--- src/hdl/sfmf_pkg.sv ---
`timescale 1ns / 1ps
`default_nettype none

package sfmf_pkg;

    localparam int MAX_NEEDLE    = 32;
    localparam int POSITION_BITS = 32;
    localparam int REG_BYTES     = 32;
    localparam int LEN_CAP       = (MAX_NEEDLE < REG_BYTES) ? MAX_NEEDLE : REG_BYTES;
    localparam int LEN_W         = $clog2(LEN_CAP + 1);
    localparam int SHIFT_W       = LEN_W + 3;

    localparam int CFG_DATA_W    = 64;
    localparam int CFG_INDEX_W   = 3;
    localparam int LENGTH_W      = 6;
    localparam int RESULT_POS_W  = 32;

    localparam logic [CFG_INDEX_W-1:0] REG_NEEDLE_LENGTH = 3'd0;
    localparam logic [CFG_INDEX_W-1:0] REG_NEEDLE_0_7    = 3'd1;
    localparam logic [CFG_INDEX_W-1:0] REG_NEEDLE_8_15   = 3'd2;
    localparam logic [CFG_INDEX_W-1:0] REG_NEEDLE_16_23  = 3'd3;
    localparam logic [CFG_INDEX_W-1:0] REG_NEEDLE_24_31  = 3'd4;

    typedef struct packed {
        logic [7:0] text_byte;
        logic       end_of_text;
    } in_word_t;

    typedef struct packed {
        logic                    found;
        logic [RESULT_POS_W-1:0] match_position;
    } out_word_t;

endpackage

`default_nettype wire

--- src/hdl/substring_first_match_finder.sv ---
`timescale 1ns / 1ps
`default_nettype none

// Channel   Direction  Handshake                  Payload
// in        input      in_valid / in_ready        in_data  (text_byte, end_of_text)
// out       output     out_valid / out_ready      out_data (found, match_position)
// cfg       input      cfg_we                     cfg_index, cfg_data
//
// One byte is accepted per cycle unless the input stalls. A byte sits in the input
// register and is compared in parallel against the whole window; its result, if any,
// is registered in the result register. The needle is realigned into a register from
// the configuration registers after a write. Reset clears the configuration, the
// haystack count and the answered flag, not the window. The input stalls only while a
// result waits at the output and the byte held in the input register has to move on.

module substring_first_match_finder (
    input  wire                                    clk,
    input  wire                                    rst_n,
    input  wire                                    in_valid,
    output logic                                   in_ready,
    input  wire sfmf_pkg::in_word_t                in_data,
    output logic                                   out_valid,
    input  wire                                    out_ready,
    output sfmf_pkg::out_word_t                    out_data,
    input  wire                                    cfg_we,
    input  wire [sfmf_pkg::CFG_INDEX_W-1:0]        cfg_index,
    input  wire [sfmf_pkg::CFG_DATA_W-1:0]         cfg_data
);

    localparam int CAP     = sfmf_pkg::LEN_CAP;
    localparam int LW      = sfmf_pkg::LEN_W;
    localparam int PW      = sfmf_pkg::POSITION_BITS;
    localparam int SW      = sfmf_pkg::SHIFT_W;
    localparam logic [PW-1:0] COUNT_MAX = {PW{1'b1}};

    // Configuration registers.
    logic [sfmf_pkg::LENGTH_W-1:0]   needle_length_reg;
    logic [sfmf_pkg::CFG_DATA_W-1:0] needle_word_reg [4];

    // Needle realigned to the window, newest byte first.
    logic [CAP*8-1:0] aligned_reg, aligned_next;
    logic [CAP-1:0]   mask_reg, mask_next;
    logic [LW-1:0]    len_reg, len_next;

    // Input register.
    logic                 s1_valid_reg;
    sfmf_pkg::in_word_t   s1_word_reg;

    // Haystack state.
    logic [7:0]      window_reg [CAP];
    logic [7:0]      window_next [CAP];
    logic [PW-1:0]   count_reg, count_next;
    logic            answered_reg, answered_next;

    // Result register.
    logic                 out_valid_reg;
    sfmf_pkg::out_word_t  out_word_reg, out_word_next;

    logic            advance;
    logic            emit;
    logic            is_match;
    logic [CAP-1:0]  byte_ok;
    logic [PW-1:0]   position;

    // Needle alignment, computed from the configuration registers.
    always_comb
    begin
        logic [4*sfmf_pkg::CFG_DATA_W-1:0] all_bytes;
        logic [CAP*8-1:0]                  rev_needle;
        logic [LW-1:0]                     shift_bytes;
        logic [SW-1:0]                     shift_bits;
        all_bytes = {needle_word_reg[3], needle_word_reg[2],
                     needle_word_reg[1], needle_word_reg[0]};
        if (needle_length_reg > sfmf_pkg::LENGTH_W'(CAP))
        begin
            len_next = LW'(CAP);
        end
        else
        begin
            len_next = LW'(needle_length_reg);
        end
        for (int i = 0; i < CAP; i++)
        begin
            rev_needle[8*i +: 8] = all_bytes[8*(CAP-1-i) +: 8];
            mask_next[i]         = (LW'(i) < len_next);
        end
        shift_bytes  = LW'(CAP) - len_next;
        shift_bits   = {shift_bytes, 3'b000};
        aligned_next = rev_needle >> shift_bits;
    end

    assign advance  = s1_valid_reg && (!out_valid_reg || out_ready);
    assign in_ready = !s1_valid_reg || advance;

    // Window compare and decision for the byte in the input register.
    always_comb
    begin
        window_next[0] = s1_word_reg.text_byte;
        for (int i = 1; i < CAP; i++)
        begin
            window_next[i] = window_reg[i-1];
        end
        for (int i = 0; i < CAP; i++)
        begin
            byte_ok[i] = !mask_reg[i] || (window_next[i] == aligned_reg[8*i +: 8]);
        end
        count_next = (count_reg == COUNT_MAX) ? count_reg : count_reg + PW'(1);
        position   = count_next - PW'(len_reg);
        is_match   = (count_next >= PW'(len_reg)) && (&byte_ok);

        emit          = 1'b0;
        out_word_next = '0;
        if (!answered_reg)
        begin
            priority if (len_reg == '0)
            begin
                emit = 1'b1;
                out_word_next.found = 1'b1;
            end
            else if (is_match)
            begin
                emit = 1'b1;
                out_word_next.found          = 1'b1;
                out_word_next.match_position = sfmf_pkg::RESULT_POS_W'(position);
            end
            else if (s1_word_reg.end_of_text)
            begin
                emit = 1'b1;
            end
            else
            begin
                emit = 1'b0;
            end
        end
        answered_next = s1_word_reg.end_of_text ? 1'b0 : (answered_reg || emit);
    end

    always_ff @(posedge clk or negedge rst_n)
    begin
        if (!rst_n)
        begin
            needle_length_reg <= '0;
            for (int i = 0; i < 4; i++)
            begin
                needle_word_reg[i] <= '0;
            end
            aligned_reg   <= '0;
            mask_reg      <= '0;
            len_reg       <= '0;
            s1_valid_reg  <= 1'b0;
            count_reg     <= '0;
            answered_reg  <= 1'b0;
            out_valid_reg <= 1'b0;
        end
        else
        begin
            if (cfg_we)
            begin
                unique case (cfg_index)
                    sfmf_pkg::REG_NEEDLE_LENGTH:
                        needle_length_reg <= cfg_data[sfmf_pkg::LENGTH_W-1:0];
                    sfmf_pkg::REG_NEEDLE_0_7:   needle_word_reg[0] <= cfg_data;
                    sfmf_pkg::REG_NEEDLE_8_15:  needle_word_reg[1] <= cfg_data;
                    sfmf_pkg::REG_NEEDLE_16_23: needle_word_reg[2] <= cfg_data;
                    sfmf_pkg::REG_NEEDLE_24_31: needle_word_reg[3] <= cfg_data;
                    default: ;
                endcase
            end
            aligned_reg <= aligned_next;
            mask_reg    <= mask_next;
            len_reg     <= len_next;

            if (in_ready)
            begin
                s1_valid_reg <= in_valid;
            end

            if (advance)
            begin
                count_reg     <= s1_word_reg.end_of_text ? '0 : count_next;
                answered_reg  <= answered_next;
                out_valid_reg <= emit;
            end
            else if (out_ready)
            begin
                out_valid_reg <= 1'b0;
            end
        end
    end

    always_ff @(posedge clk)
    begin
        if (in_ready && in_valid)
        begin
            s1_word_reg <= in_data;
        end
        if (advance)
        begin
            for (int i = 0; i < CAP; i++)
            begin
                window_reg[i] <= window_next[i];
            end
            if (emit)
            begin
                out_word_reg <= out_word_next;
            end
        end
    end

    assign out_valid = out_valid_reg;
    assign out_data  = out_word_reg;

    // A result for an unfinished haystack blocks further results for it.
    assert property (@(posedge clk) disable iff (!rst_n)
        (advance && emit && !s1_word_reg.end_of_text) |=> answered_reg)
        else $error("answered flag not set after a result");

    // The last byte of a haystack returns the haystack state to its start.
    assert property (@(posedge clk) disable iff (!rst_n)
        (advance && s1_word_reg.end_of_text) |=> (count_reg == '0) && !answered_reg)
        else $error("haystack state not cleared after the last byte");

    // Input stalls only when a result is held at the output.
    assert property (@(posedge clk) disable iff (!rst_n)
        !in_ready |-> (out_valid_reg && !out_ready && s1_valid_reg))
        else $error("input stalled without output back-pressure");

endmodule

`default_nettype wire

--- config.mk ---
export PLATFORM = sky130hd
export DESIGN_NAME = substring_first_match_finder
export DESIGN_NICKNAME = d
export VERILOG_FILES = /design/src/hdl/sfmf_pkg.sv /design/src/hdl/substring_first_match_finder.sv
export SDC_FILE = /design/constraint.sdc
export NUM_CORES = 2
export LEC_CHECK = 0
export BUFFER_PORTS_ARGS = -buffer_cell sky130_fd_sc_hd__buf_2
export CAP_MARGIN = 25
export CORE_MARGIN = 3
export CORE_UTILIZATION = 60
export DETAILED_ROUTE_END_ITERATION = 10
export PLACE_DENSITY_LB_ADDON = 0.12
export SYNTH_ARGS = -nofsm -noshare
export SYNTH_HDL_FRONTEND = slang
export SYNTH_SLANG_ARGS = --single-unit
export TNS_END_PERCENT = 30
--- constraint.sdc ---
create_clock -name clk -period 19.8 [get_ports clk]
set_clock_uncertainty 0.2 [all_clocks]
set_input_delay 2.97 -clock clk [delete_from_list [all_inputs] [get_ports clk]]
set_output_delay 2.97 -clock clk [all_outputs]
set_load 0.01 [all_outputs]
==> qor.txt <==
status = complete, but fails checks
violated checks = max-slew violations
number of flops mapped to enable cells by yosys = 290
Power Dens Cells = 162 nW/um2
CTS Buf Count = 91
Final Core Density = 0.676
initial antenna violation count = 22
die area = 76600 um2
Post-route DRC = 0
Avg Inst Size Synth = 11.9 um2
final hold vios = 0
Setup-failing EPs final = 0
Async SR Flop Fraction = 0.670
vias in the first global route = 31200
FILL cells = 5416
# H-tree levels = 3
GP Congestion = 1.06
wire per inst = 30.9 um
Slew HR = -0.00789
largest net degree at the start of global routing = 197
Worst setup EP type = flop
Die Span Y = 277 um
Setup CP Type = flop to flop
Critical Path RT = 20.00 ns
Setup TNS Final = 0 ns
ys flop type = dfrtp_1
register area share after synthesis = 0.534
number of nets still failing antenna checks after routing = 0
Total GRT Usage = 0.378
unrepaired setup endpoints after global routing = no
DR vias = 31800
syn nets = 3782
Final Cell Area = 48700 um2
CP Max Fanout = 26
mapped cell area = 44000 um2
global route total overflow = 0
arrival time worst endpoint = 7.00 ns
Synth Warn # = 0
share of layout cells above drive strength 1 = 0.170
Root Buffer = clkbuf_16
fmax = 147 MHz
CTS tree = built
post-synthesis cell count = 3691
Syn-to-layout area delta = 10.8%
Final Max Tran Viols = 22
Rows = 98
Vias/cell = 6.70
drt pass-1 iters = 6
Initial Util = 0.610
VDD IR max = 150 uV
Skew-Pair Late Insertion Delay = 0.68 ns
Clock Path Buffers = 3
count of cell types in the netlist = 77
clk sink count = 880
first-pass GRT wire length = 215 mm
number of hold buffers added after cts = 0
port bufs = 115
minimum clock period = 6.79 ns
period utilisation layout = 0.343
HP Class = flop to flop
Post-CTS Setup Bufs = 0
Slew @ Worst Pin = 1.51 ns
Yosys reg bits = 880
DR iter-0 viols = 4282
Final HPWL DP = 107 mm
Die Width = 277 um
worst hold margin = 0.250 ns
maxcap violations = 0
post-CTS sizing = 0
CP Launch Type = flop
drt total wl = 147 mm
dpl cell area = 45400 um2
Leakage = 0.0200 uW
Core Footprint = 72100 um2
final layout net count = 3812
Worst-path clk slew = 0.06 ns
I/O pins = 116
-- cells in the final DEF (no fill, tap or decap), types with 29 or more instances in the layout --
cell type,n
a21oi_1,111
nand3_1,83
mux2i_1,561
and2_1,65
buf_4,45
nor2b_1,29
nand4_1,87
buf_2,115
dfrtp_1,590
mux2_2,271
nor2_1,154
a32o_1,40
a22o_1,31
a211oi_1,82
clkbuf_16,92
edfxtp_1,290
o21ai_0,153
xnor2_1,276
nand2_1,312
-- layout make-up --
class | instances | area, um2 | share of cell area
antenna | 6 | 15.0 | 0.000308
sequential | 880 | 23500 | 0.482
tap | 950 | 1190 | 0.0244
timing repair buffer | 177 | 1290 | 0.0265
clock inverter | 43 | 531 | 0.0109
inverter | 23 | 101 | 0.00208
clock buffer | 127 | 2530 | 0.0520
multi-input combinational | 2548 | 19600 | 0.402
-- per-stage QoR --
stage                     cells  setup WS [ns]  power, uW
after floorplan            3691           8.15       4810
after global placement     4561          13.06       5920
after detailed placement   4568          13.07       5980
after CTS                  4738          13.05       7750
after global routing       4751          12.58       8150
final                      4754          13.01       7870
-- report_power, final --
| part | internal (uW) | switching [uW] |
|---|---|---|
| combinational | 1210 | 2130 |
| sequential | 2380 | 373 |
| clock | 1020 | 750 |
-- worst paths after layout --
check | cells after the start | endpoint | startpoint | slack [ns]
max | 16 | out_data[1]$_SDFFCE_PP0P_ | count_reg[17]$_DFFE_PN0P_ | 13.01
min in group asynchronous | 1 | aligned_reg[250]$_DFF_PN0_ | rst_n | 2.14
min | 0 | window_reg[0][47]$_DFFE_PP_ | window_reg[0][39]$_DFFE_PP_ | 0.25
max in group asynchronous | 5 | needle_word_reg[71]$_DFFE_PN0P_ | rst_n | 14.44
min reg2reg | 0 | window_reg[0][47]$_DFFE_PP_ | window_reg[0][39]$_DFFE_PP_ | 0.25
max reg2reg | 16 | out_data[1]$_SDFFCE_PP0P_ | count_reg[17]$_DFFE_PN0P_ | 13.01
-- worst max-delay path: stages, from the launching register on --
cell and delay, ns:
dfrtp_1 0.54, nand4_2 0.20, or4_1 0.76, nor3_1 0.63, xor2_1 0.20, ha_1 0.19
inv_1 0.07, fa_1 0.45, a21o_1 0.19, a21oi_1 0.23, o21bai_1 0.12, a221oi_1 0.94
o31a_1 0.33, nand4_2 0.27, o31ai_1 0.75, a21boi_4 0.23, buf_12 0.23
-- Yosys cell counts (7+ instances only) --
| master | instances | share of area |
|---|---|---|
| nand2b_1 | 14 | 0.0020 |
| o21bai_1 | 7 | 0.0012 |
| nand3_1 | 84 | 0.0096 |
| nand4_1 | 87 | 0.012 |
| xnor2_1 | 278 | 0.055 |
| mux4_2 | 16 | 0.0082 |
| or4_1 | 7 | 0.0012 |
| a31oi_1 | 13 | 0.0018 |
| and3_1 | 26 | 0.0037 |
| o31ai_1 | 15 | 0.0026 |
| buf_1 | 47 | 0.0040 |
| nor2b_1 | 30 | 0.0043 |
| mux2i_1 | 561 | 0.13 |
| a32o_1 | 40 | 0.0091 |
| dfrtp_1 | 590 | 0.34 |
| o22ai_1 | 20 | 0.0028 |
| o21ai_0 | 153 | 0.017 |
| buf_2 | 8 | 0.00091 |
| a211oi_1 | 82 | 0.014 |
| a22o_1 | 31 | 0.0062 |
| and2_1 | 65 | 0.0092 |
| a21o_1 | 8 | 0.0014 |
| clkbuf_1 | 178 | 0.015 |
| nor3_1 | 28 | 0.0032 |
| inv_1 | 22 | 0.0019 |
| a21oi_1 | 111 | 0.013 |
| edfxtp_1 | 290 | 0.20 |
| ha_1 | 9 | 0.0026 |
| mux2_2 | 271 | 0.069 |
| nand2_1 | 315 | 0.027 |
| o211ai_1 | 9 | 0.0015 |
| nor4_1 | 17 | 0.0024 |
| and4_1 | 10 | 0.0020 |
| xor2_1 | 16 | 0.0032 |
| nor2_1 | 157 | 0.013 |
-- routing by layer --
metal	part of all wire	GRT usage	vias up
li1	-	-	13500
met1	0.41	0.539	16200
met2	0.44	0.556	1810
met3	0.11	0.104	298
met4	0.042	0.146	6
met5	0.00056	0	-
-- cell families after synthesis --
group	Yosys count	share of synthesized area
compound gates	527	0.0788
buf+inv	263	0.0235
xor+xnor	294	0.0586
fa+ha+maj	10	0.00302
flops	880	0.534
simple gates	868	0.0964
mux	849	0.206
Note: power is estimated with default switching activity, not from simulation.
